==> src/design/dedq_pkg.sv <==
package dedq_pkg;

	localparam int CNT_W  = 5;
	localparam int WORD_W = 32;

	// operation codes
	typedef enum logic [2:0] {
		KIND_INS_FRONT = 3'd0,
		KIND_INS_REAR  = 3'd1,
		KIND_DEL_FRONT = 3'd2,
		KIND_DEL_REAR  = 3'd3,
		KIND_QUERY     = 3'd4
	} kind_t;

	// register byte offsets
	localparam logic [2:0] REG_CAPACITY = 3'd0;

	localparam logic [CNT_W-1:0] CAPACITY_RESET = 5'd16;

	typedef struct packed {
		kind_t                     kind;
		logic signed [WORD_W-1:0]  value;
	} cmd_t;

	typedef struct packed {
		logic                      ok;
		logic signed [WORD_W-1:0]  front_value;
		logic signed [WORD_W-1:0]  rear_value;
		logic                      empty_res;
		logic                      full_res;
		logic [CNT_W-1:0]          occupancy;
	} res_t;

	// status of one operation, after the update
	typedef struct packed {
		logic             ok;
		logic             empty;
		logic             full;
		logic [CNT_W-1:0] occupancy;
	} stat_t;

endpackage

==> src/design/dedq_ram.sv <==
module dedq_ram #(
	parameter int DEPTH = 16,
	localparam int AW = $clog2(DEPTH)
) (
	input  logic                        clk,
	input  logic                        we,
	input  logic [AW-1:0]               waddr,
	input  logic [dedq_pkg::WORD_W-1:0] wdata,
	input  logic [AW-1:0]               raddr_a,
	input  logic [AW-1:0]               raddr_b,
	output logic [dedq_pkg::WORD_W-1:0] rdata_a,
	output logic [dedq_pkg::WORD_W-1:0] rdata_b
);
	import dedq_pkg::*;

	logic [WORD_W-1:0] mem [DEPTH];

	// single write port
	always_ff @(posedge clk) begin
		if (we) begin
			mem[waddr] <= wdata;
		end
	end

	// two registered read ports, old data on a same-cycle write
	always_ff @(posedge clk) begin
		rdata_a <= mem[raddr_a];
		rdata_b <= mem[raddr_b];
	end

endmodule

==> src/design/dedq_ptr.sv <==
module dedq_ptr #(
	parameter int DEPTH = 16,
	localparam int AW = $clog2(DEPTH)
) (
	input  logic                        clk,
	input  logic                        arst_n,
	input  logic                        accept,
	input  logic                        clear,
	input  dedq_pkg::cmd_t              cmd,
	input  logic [dedq_pkg::CNT_W-1:0]  cap,
	output logic                        mem_we,
	output logic [AW-1:0]               mem_waddr,
	output logic [dedq_pkg::WORD_W-1:0] mem_wdata,
	output logic [AW-1:0]               raddr_front,
	output logic [AW-1:0]               raddr_rear,
	output dedq_pkg::stat_t             status
);
	import dedq_pkg::*;

	localparam int PW = ((AW > CNT_W) ? AW : CNT_W) + 1;

	logic [AW-1:0]    head_q, tail_q;
	logic [CNT_W-1:0] count_q;
	logic [AW-1:0]    head_nx, tail_nx;
	logic [CNT_W-1:0] count_nx;
	logic             ok;
	logic             full, empty;

	function automatic logic [AW-1:0] ring_inc(input logic [AW-1:0] idx,
			input logic [CNT_W-1:0] c);
		logic [PW-1:0] nx;
		nx = PW'(idx) + PW'(1);
		return (nx >= PW'(c)) ? '0 : nx[AW-1:0];
	endfunction

	function automatic logic [AW-1:0] ring_dec(input logic [AW-1:0] idx,
			input logic [CNT_W-1:0] c);
		logic [PW-1:0] last;
		last = PW'(c) - PW'(1);
		return (idx == '0 || PW'(idx) > PW'(c)) ? last[AW-1:0] : idx - 1'b1;
	endfunction

	assign full  = (count_q >= cap);
	assign empty = (count_q == '0);

	// next pointers, count and memory write for the requested operation
	always_comb begin
		head_nx   = head_q;
		tail_nx   = tail_q;
		count_nx  = count_q;
		ok        = 1'b0;
		mem_we    = 1'b0;
		mem_waddr = tail_q;
		mem_wdata = cmd.value;
		case (cmd.kind)
			KIND_INS_FRONT: begin
				if (!full) begin
					head_nx   = ring_dec(head_q, cap);
					mem_we    = accept;
					mem_waddr = head_nx;
					count_nx  = count_q + 1'b1;
					ok        = 1'b1;
				end
			end
			KIND_INS_REAR: begin
				if (!full) begin
					mem_we    = accept;
					mem_waddr = tail_q;
					tail_nx   = ring_inc(tail_q, cap);
					count_nx  = count_q + 1'b1;
					ok        = 1'b1;
				end
			end
			KIND_DEL_FRONT: begin
				if (!empty) begin
					head_nx  = ring_inc(head_q, cap);
					count_nx = count_q - 1'b1;
					ok       = 1'b1;
				end
			end
			KIND_DEL_REAR: begin
				if (!empty) begin
					tail_nx  = ring_dec(tail_q, cap);
					count_nx = count_q - 1'b1;
					ok       = 1'b1;
				end
			end
			KIND_QUERY: begin
				ok = 1'b1;
			end
			default: begin
				ok = 1'b0;
			end
		endcase
	end

	// read addresses of the front and rear after the update
	assign raddr_front = head_nx;
	assign raddr_rear  = ring_dec(tail_nx, cap);

	always_comb begin
		status.ok        = ok;
		status.empty     = (count_nx == '0);
		status.full      = (count_nx >= cap);
		status.occupancy = count_nx;
	end

	// pointer and count registers, emptied by a capacity write
	always_ff @(posedge clk or negedge arst_n) begin
		if (!arst_n) begin
			head_q  <= '0;
			tail_q  <= '0;
			count_q <= '0;
		end else if (clear) begin
			head_q  <= '0;
			tail_q  <= '0;
			count_q <= '0;
		end else if (accept) begin
			head_q  <= head_nx;
			tail_q  <= tail_nx;
			count_q <= count_nx;
		end
	end

endmodule

==> src/design/double_ended_ring_queue.sv <==
// channel   direction  handshake                       payload
// command   in         start & !busy                   cmd (cmd_t)
// result    out        done, one cycle, no back-press  result (res_t)
// config    in         psel & penable & pwrite         pwdata[4:0] at paddr 0
//
// One command is taken every cycle; busy stays low. The result appears in the
// cycle after the command, set by the registered read of the storage memory;
// a word written by the same command is forwarded past the memory.
// Reset clears pointers and count and sets capacity to 16; storage keeps no
// reset value. A capacity write empties the queue.
module double_ended_ring_queue #(
	parameter int DEPTH = 16
) (
	input  logic                clk,
	input  logic                arst_n,
	input  logic                start,
	output logic                busy,
	input  dedq_pkg::cmd_t      cmd,
	output logic                done,
	output dedq_pkg::res_t      result,
	input  logic                psel,
	input  logic                penable,
	input  logic                pwrite,
	input  logic [2:0]          paddr,
	input  logic [31:0]         pwdata,
	output logic [31:0]         prdata,
	output logic                pready
);
	import dedq_pkg::*;

	localparam int AW = $clog2(DEPTH);

	logic [CNT_W-1:0]  capacity_q;
	logic [CNT_W-1:0]  cap_eff;
	logic              cfg_wr;
	logic              accept;
	logic              mem_we;
	logic [AW-1:0]     mem_waddr;
	logic [WORD_W-1:0] mem_wdata;
	logic [AW-1:0]     raddr_front, raddr_rear;
	logic [WORD_W-1:0] rdata_front, rdata_rear;
	stat_t             status;
	stat_t             stat_s1;
	logic              done_s1;
	logic              fwd_front_s1, fwd_rear_s1;
	logic [WORD_W-1:0] wdata_s1;

	assign busy   = 1'b0;
	assign accept = start && !busy;
	assign pready = 1'b1;

	// configuration port
	assign cfg_wr = psel && penable && pwrite && (paddr[2] == REG_CAPACITY[2]);

	always_ff @(posedge clk or negedge arst_n) begin
		if (!arst_n) begin
			capacity_q <= CAPACITY_RESET;
		end else if (cfg_wr) begin
			capacity_q <= pwdata[CNT_W-1:0];
		end
	end

	assign prdata = (paddr[2] == REG_CAPACITY[2]) ? {{(32-CNT_W){1'b0}}, capacity_q} : '0;

	// effective capacity, clamped to one and to the ring size
	always_comb begin
		if (capacity_q == '0) begin
			cap_eff = CNT_W'(1);
		end else if (32'(capacity_q) > DEPTH) begin
			cap_eff = CNT_W'(DEPTH);
		end else begin
			cap_eff = capacity_q;
		end
	end

	dedq_ptr #(.DEPTH(DEPTH)) u_ptr (
		.clk        (clk),
		.arst_n     (arst_n),
		.accept     (accept),
		.clear      (cfg_wr),
		.cmd        (cmd),
		.cap        (cap_eff),
		.mem_we     (mem_we),
		.mem_waddr  (mem_waddr),
		.mem_wdata  (mem_wdata),
		.raddr_front(raddr_front),
		.raddr_rear (raddr_rear),
		.status     (status)
	);

	dedq_ram #(.DEPTH(DEPTH)) u_ram (
		.clk    (clk),
		.we     (mem_we),
		.waddr  (mem_waddr),
		.wdata  (mem_wdata),
		.raddr_a(raddr_front),
		.raddr_b(raddr_rear),
		.rdata_a(rdata_front),
		.rdata_b(rdata_rear)
	);

	// result strobe
	always_ff @(posedge clk or negedge arst_n) begin
		if (!arst_n) begin
			done_s1 <= 1'b0;
		end else begin
			done_s1 <= accept;
		end
	end

	// status and write forwarding alongside the memory read
	always_ff @(posedge clk) begin
		stat_s1      <= status;
		fwd_front_s1 <= mem_we && (mem_waddr == raddr_front);
		fwd_rear_s1  <= mem_we && (mem_waddr == raddr_rear);
		wdata_s1     <= mem_wdata;
	end

	// result assembly
	assign done = done_s1;

	always_comb begin
		result.ok          = stat_s1.ok;
		result.empty_res   = stat_s1.empty;
		result.full_res    = stat_s1.full;
		result.occupancy   = stat_s1.occupancy;
		result.front_value = stat_s1.empty ? '1 : (fwd_front_s1 ? wdata_s1 : rdata_front);
		result.rear_value  = stat_s1.empty ? '1 : (fwd_rear_s1 ? wdata_s1 : rdata_rear);
	end

	// a transfer is answered in the next cycle
	a_done_follows: assert property (@(posedge clk) disable iff (!arst_n)
		accept |=> done)
		else $error("command transfer without a result");

	a_no_spurious: assert property (@(posedge clk) disable iff (!arst_n)
		done |-> $past(accept))
		else $error("result without a command transfer");

	a_occ_bound: assert property (@(posedge clk) disable iff (!arst_n)
		done && !$past(cfg_wr) |-> result.occupancy <= cap_eff)
		else $error("occupancy above capacity");

	a_empty_flag: assert property (@(posedge clk) disable iff (!arst_n)
		done |-> (result.empty_res == (result.occupancy == '0)))
		else $error("empty flag disagrees with occupancy");

endmodule
==> config.mk <==
export PLATFORM = sky130hd
export DESIGN_NAME = double_ended_ring_queue
export DESIGN_NICKNAME = d
export VERILOG_FILES = /design/src/design/dedq_pkg.sv /design/src/design/dedq_ram.sv /design/src/design/dedq_ptr.sv /design/src/design/double_ended_ring_queue.sv
export SDC_FILE = /design/constraint.sdc
export NUM_CORES = 1
export LEC_CHECK = 0
export ABC_AREA = 1
export BUFFER_PORTS_ARGS = -buffer_cell sky130_fd_sc_hd__buf_2
export CAP_MARGIN = 20
export CORE_ASPECT_RATIO = 1.2
export CORE_MARGIN = 4
export CORE_UTILIZATION = 50
export CTS_CLUSTER_DIAMETER = 30
export DETAILED_ROUTE_END_ITERATION = 10
export PLACE_DENSITY_LB_ADDON = 0.3
export SLEW_MARGIN = 5
export SYNTH_ARGS = -nofsm -noshare
export SYNTH_HDL_FRONTEND = slang
export SYNTH_SLANG_ARGS = --single-unit
==> constraint.sdc <==
create_clock -name clk -period 8.2 [get_ports clk]
set_input_delay 1.23 -clock clk [delete_from_list [all_inputs] [get_ports clk]]
set_output_delay 1.23 -clock clk [all_outputs]
set_load 0.05 [all_outputs]
==> key figures, run 1 <==
Status
  • Status: completed

Drt
  • DRT Wirelength: 100900 µm
  • Residual DRC: 0
  • Via count: 27990
  • Vias per cell: 5.696
  • Detailed Route Iter0 Violations: 3295
  • ANT nets after route: 0
  • Drt wl/cell: 20.53 µm
  • DR pass1 iterations: 6

Die
  • CORE AREA: 65850 µm²
  • Ports: 183
  • Die area: 70700 µm²
  • Die Y: 290.5 µm
  • Chip Width: 243.4 µm
  • Cell Rows: 103
  • Initial Utilization: 50.48%

Setup path
  • CP Class: flop to flop
  • CP max-delay cell: clkinv_2
  • Worst flop-to-flop path endpoint: u_ram.rdata_b[16]
  • R2R Path Start: capacity_q[4]
  • CP arrival: 7030 ps
  • Crit path from: capacity_q[4]
  • Internal reg-to-reg setup slack: 1740 ps
  • CP Capture Point: u_ram.rdata_b[16]
  • Setup crit end kind: flop
  • CP Launch Type: flop
  • CP max FO: 35
  • FF-to-FF path depth: 26
  • Required @ worst endpoint: 8770 ps
  • Most used cell, CP: nand2_1
  • CP peak stage delay: 750 ps

Clocking
  • Post-CTS setup buffers: 0
  • Htree depth: 3
  • CTS resizes: 0
  • Skew-Pair Late Insertion Delay: 670 ps
  • CTS Buf Count: 111
  • # clock sinks: 637
  • Longest Clk Path Bufs: 3
  • Worst-path clk slew: 50 ps
  • # hold bufs at CTS: 0
  • CTS Root Cell: clkbuf_16
  • CTS tree: yes

GRT
  • Number of global-route vias before repair: 26770
  • Initial antenna violation count: 3
  • Global route overflow: 0
  • First-pass GRT wire length: 152900 µm
  • GRT Util Overall: 27.75%
  • Pin count of the biggest net entering global routing: 206

Synth
  • Yosys warns: 0
  • Synth Cell Area: 33250 µm²
  • Post-synth ARST share: 2.983%
  • Synth Area per Inst: 8.535 µm²
  • Seq/Total Area, Yosys: 54.06%
  • Main synth FF type: edfxtp_1
  • Gate Count Post-Synth: 3895
  • #FFs+latches synth: 637
  • Post-synth EDFFs: 512
  • Netlist cell types: 40

STA
  • Final hold violation count: 0
  • Worst clock skew: 20.48 ps
  • Fmax: 154.9 MHz
  • Setup-failing EPs final: 0
  • Final setup margin: 1743 ps
  • Crit share post-route: 78.74%
  • Worst slew pin tran: 1128 ps
  • Total negative slack: 0 ps
  • Slew headroom: 24.70%
  • Minimum clock period: 6457 ps
  • Fin. max-slew vios: 0
  • RSZ-0062 raised after global routing: no

Power and ir drop
  • Leakage power: 0.01671 µW
  • Pwr per Cell Area: 417.9 nW/µm²
  • Worst VDD drop: 0.0003352 V

Run
  • Max-Cap Viols: 0

Finish
  • Final core occ: 57.82%
  • Nets@finish: 4043
  • Share of layout cells above drive strength 1: 10.52%
  • Area growth from synthesis to layout: 14.52%

Placed design
  • Worst slack, placed: 1841 ps
  • GPL Wtd Cong: 0.8919
  • Detailed placement HPWL: 51430 µm
  • IO buf count: 124

Worst hold path
  • Hold WC Path Type: primary input to asynchronous set/reset pin
[Yosys cell counts, drive strengths merged, types with 7 or more instances]
cell type  count  share of area [%]
a21oi         22               0.34
o211ai       170                3.8
clkbuf        69               0.78
edfxtp       512                 46
buf          212                3.8
nor2          60               0.75
o22ai         14               0.26
nand3        904                 14
inv          594                6.7
nand2       1018                 12
o21ai        115                1.7
xor2          13               0.34
dfrtp         18                1.4
dfxtp        106                6.4
ha            42                1.6
nand4          7               0.13
[where the power goes]
group,switching (µW),leakage [µW],internal [µW],total (µW)
clock,1600,0.00188,3050,4650
combinational,5450,0.00911,1920,7370
sequential,108,0.00573,3780,3890
total,7150,0.0167,8760,15900
[cell type report]
class	count	area, µm²
Sequential cell	637	17980
Tap cell	892	1116
Inverter	594	2235
Fill cell	5665	27780
Clock inverter	62	723.2
Antenna cell	1	2.502
Multi-Input combinational cell	2410	11850
Timing Repair Buffer	171	1049
Clock buffer	148	3119
[state kept, by name, indices dropped and copies added, names as in the netlist]
register	count
u_ram.mem	512
u_ram.rdata_a	32
u_ram.rdata_b	32
wdata_s1	32
result	8
capacity_q	5
u_ptr.count_q	5
u_ptr.head_q	4
u_ptr.tail_q	4
done	1
fwd_front_s1	1
fwd_rear_s1	1
[stage by stage]
stage	area, µm²	hold slack (ps)	power (µW)	instances
2_1_floorplan	33350	517.8	9229	3922
3_3_place_gp	34230	550.3	11140	4704
3_5_place_dp	34230	561.2	11180	4704
4_1_cts	38070	516.6	15840	4914
5_1_grt	38070	547.8	16690	4914
6_report	38070	528.4	15910	4915
[layout by cell type, fill, tap and decap left out, types with 7 or more instances in the layout]
cell       count
a21oi_1       21
buf_2        124
buf_4         41
bufinv_16     12
clkbuf_1      19
clkbuf_16    113
clkbuf_8      16
clkinv_1       8
clkinv_2      19
conb_1        29
dfrtp_1       18
dfxtp_1      104
edfxtp_1     512
ha_1          42
inv_1        575
inv_2         16
inv_6         13
nand2_1     1005
nand3_1      899
nand4_1        7
nor2_1        35
nor2_2         7
nor2_4        18
o211ai_1     170
o21ai_0      109
o22ai_1       14
xor2_1        13
[how the worst min path moves through the flow]
stage	cells after the start	end	slack, ps
floorplan	2	capacity_q[2]	520
global placement	2	capacity_q[2]	550
detailed placement	2	capacity_q[2]	560
CTS	1	capacity_q[3]	520
global route	1	capacity_q[3]	550
finish	1	done	530
[worst max-delay path: cells and delay by family, from the launching register on]
family          cells  cell delay [ps]
compound gates      2              460
fa+ha+maj           2              730
flops               1              560
buf+inv             6             2280
simple gates       16             2320
[cells by family (layout without fill, tap and decap cells)]
kind of cell	after synthesis	count (layout)	share of synthesized area, %
adders and majority gates	42	42	1.581
other	2	30	0.02259
DFF	637	637	54.06
xor gates and xnor gates	15	15	0.3952
and+or+nand+nor	1994	1994	26.25
buffers and inverters	875	975	11.28
AOI/OAI and AO/OA	329	329	6.383
muxes	1	1	0.03387
[routing by layer]
metal / up-vias / track usage, % / wire [µm]
li1: 13010 / - / -
met1: 13120 / 34.79 / 37930
met2: 1562 / 46.43 / 48380
met3: 301 / 4.715 / 10210
met4: 0 / 14.14 / 4369
met5: - / 0 / 0
Note: power is estimated with default switching activity, not from simulation.
==> run 2: changes to the inputs <==
Settings changed: ABC_AREA 1 to 0.
Clock period 8.2 ns to 6.68 ns, I/O delays scaled along.
==> key figures, run 2 <==
STA
  • Crit share post-route: 92.33%
  • RSZ-0062 raised after global routing: no
  • Minimum clock period: 6168 ps
  • Final hold violation count: 0
  • Worst slew pin tran: 1275 ps
  • Fmax: 162.1 MHz
  • Worst clock skew: 17.76 ps
  • Fin. max-slew vios: 0
  • Slew headroom: 15.01%
  • Setup-failing EPs final: 0
  • Total negative slack: 0 ps

Setup path
  • Internal reg-to-reg setup slack: 510 ps
  • Setup crit end kind: flop
  • CP Class: flop to flop
  • Required @ worst endpoint: 7190 ps
  • CP max FO: 21
  • CP arrival: 6670 ps
  • CP Launch Type: flop
  • Crit path from: capacity_q[4]
  • FF-to-FF path depth: 19
  • CP Capture Point: u_ram.rdata_b[7]
  • R2R Path Start: capacity_q[4]
  • Worst flop-to-flop path endpoint: u_ram.rdata_b[7]

Placed design
  • Detailed placement HPWL: 51380 µm
  • GPL Wtd Cong: 0.8962
  • IO buf count: 124

Run
  • Max-Cap Viols: 0

Finish
  • Nets@finish: 2736
  • Most frequent cells in the layout: edfxtp_1 (512), mux2i_1 (428), nand2_1 (225), buf_2 (124), clkbuf_16 (119)
  • Leading cell type in the layout, fill and taps excluded: edfxtp_1
  • Most flop-heavy register: u_ram.mem
  • Area growth from synthesis to layout: 19.55%
  • Number of diodes: 0
  • Largest register FFs: 512
  • Share of layout cells above drive strength 1: 18.59%

Synth
  • Post-synth EDFFs: 512
  • Share of the synthesized area in the top cell type: 49.96%
  • Seq/Total Area, Yosys: 58.40%
  • Area leader, netlist: edfxtp_1
  • Synth Cell Area: 30780 µm²
  • Most numerous cell in the Yosys netlist: edfxtp_1
  • #FFs+latches synth: 637
  • Post-synth top cells: edfxtp_1 (512), mux2i_1 (428), nand2_1 (227), clkbuf_1 (120), a21oi_1 (116)
  • Synth Area per Inst: 12.46 µm²
  • Netlist cell types: 75
  • Yosys warns: 0
  • Main synth FF type: edfxtp_1
  • Gate Count Post-Synth: 2470
  • Top post-synthesis cells by area: edfxtp_1 (50%), mux2i_1 (14%), dfxtp_1 (6.9%), nand2_1 (2.8%), o211ai_1 (2.4%)
  • Post-synth ARST share: 2.983%

Clocking
  • Worst-path clk slew: 50 ps
  • # hold bufs at CTS: 0
  • Longest Clk Path Bufs: 3
  • CTS resizes: 0
  • # clock sinks: 637
  • CTS Root Cell: clkbuf_16
  • Post-CTS setup buffers: 0
  • CTS Buf Count: 114
  • CTS tree: yes
  • Skew-Pair Late Insertion Delay: 660 ps
  • Htree depth: 3

Drt
  • Detailed Route Iter0 Violations: 2570
  • Drt wl/cell: 26.44 µm
  • Via count: 22380
  • Vias per cell: 6.350
  • ANT nets after route: 0
  • Residual DRC: 0
  • DR pass1 iterations: 6
  • DRT Wirelength: 93190 µm

GRT
  • Most Crowded Layer GR: met2
  • GRT Util Overall: 27.82%
  • Initial antenna violation count: 2
  • Met3 usage: 5.360%
  • Met2 Track Usage GR: 45.13%
  • Global route overflow: 0
  • Pin count of the biggest net entering global routing: 184
  • Number of global-route vias before repair: 22830
  • First-pass GRT wire length: 137300 µm
  • Met1 usage: 36.02%

Status
  • Status: completed

Worst hold path
  • Hold WC Path Type: primary input to asynchronous set/reset pin

Die
  • Die Y: 279.8 µm
  • CORE AREA: 60940 µm²
  • Initial Utilization: 50.50%
  • Ports: 183
  • Cell Rows: 99
  • Die area: 65600 µm²
  • Chip Width: 234.5 µm
[run 2: cell types whose count changed in the layout (fill, tap and decap cells not counted), sizes merged, moves of 75 or more]
cell / change
o21ai: -94
inv: -537
nor2b: +75
a21oi: +94
nand2: -791
o22ai: +82
mux2i: +430
nand3: -826
[run 2: worst min path at each step]
stage | end | slack (ps) | cells after the start
2_1_floorplan | capacity_q[2] | 530 | 1
3_3_place_gp | capacity_q[1] | 570 | 1
3_5_place_dp | capacity_q[1] | 590 | 1
4_1_cts | u_ptr.count_q[0] | 310 | 1
5_1_grt | u_ptr.count_q[0] | 340 | 1
6_report | u_ptr.count_q[0] | 320 | 1
[run 2: final cells by class]
type / instances / area (µm²)
Sequential cell: 637 / 17980
Timing Repair Buffer: 217 / 1619
Multi-Input combinational cell: 1591 / 11930
Tap cell: 808 / 1011
Inverter: 57 / 214.0
Clock buffer: 139 / 3123
Fill cell: 4659 / 24150
Clock inverter: 75 / 913.4
[run 2: layer usage]
| layer | up-vias | wire [µm] |
|---|---|---|
| met5 | - | 18 |
| met4 | 4 | 4019 |
| met3 | 298 | 9200 |
| met2 | 1301 | 43860 |
| met1 | 11050 | 36090 |
| li1 | 9727 | - |
[run 2: critical path, cell delays in order (launching register included)]
cell	delay [ps]
dfstp_2	610
inv_1	160
nand2_1	390
ha_1	310
and2_1	170
a21o_1	290
or4_1	530
a41oi_1	420
inv_2	130
ha_1	320
a41oi_1	280
o21ai_0	190
buf_4	200
o311ai_4	90
o21a_4	570
buf_12	260
buf_12	200
mux2i_1	220
o22ai_1	110
or4b_1	550
[run 2: cells by family (layout without fill, tap and decap cells)]
group,count (synthesis),in the layout,synth area share (%)
other,2,29,0.02440
xor gates and xnor gates,16,16,0.4553
adders and majority gates,42,42,1.707
AOI/OAI and AO/OA,525,525,11.74
DFF,637,637,58.40
muxes,469,469,15.46
and+or+nand+nor,510,510,8.249
buffers and inverters,269,488,3.956
[run 2: stage by stage]
step | util, % | cell area [µm²] | setup WS [ps] | hold WS, ps | cells
after global routing | 60.37 | 36790 | 179.2 | 343.5 | 3524
after detailed placement | 53.75 | 32760 | 545.0 | 589.9 | 3310
after global placement | 53.75 | 32760 | 725.1 | 568.9 | 3310
after CTS | 60.37 | 36790 | 525.4 | 305.4 | 3524
after floorplan | - | 30880 | 1298 | 533.5 | 2497
final | 60.37 | 36790 | 512.3 | 322.2 | 3524
Power of run 2 is not shown: default switching activity piles up to over one toggle a cycle in this logic, so the estimate is an artifact.
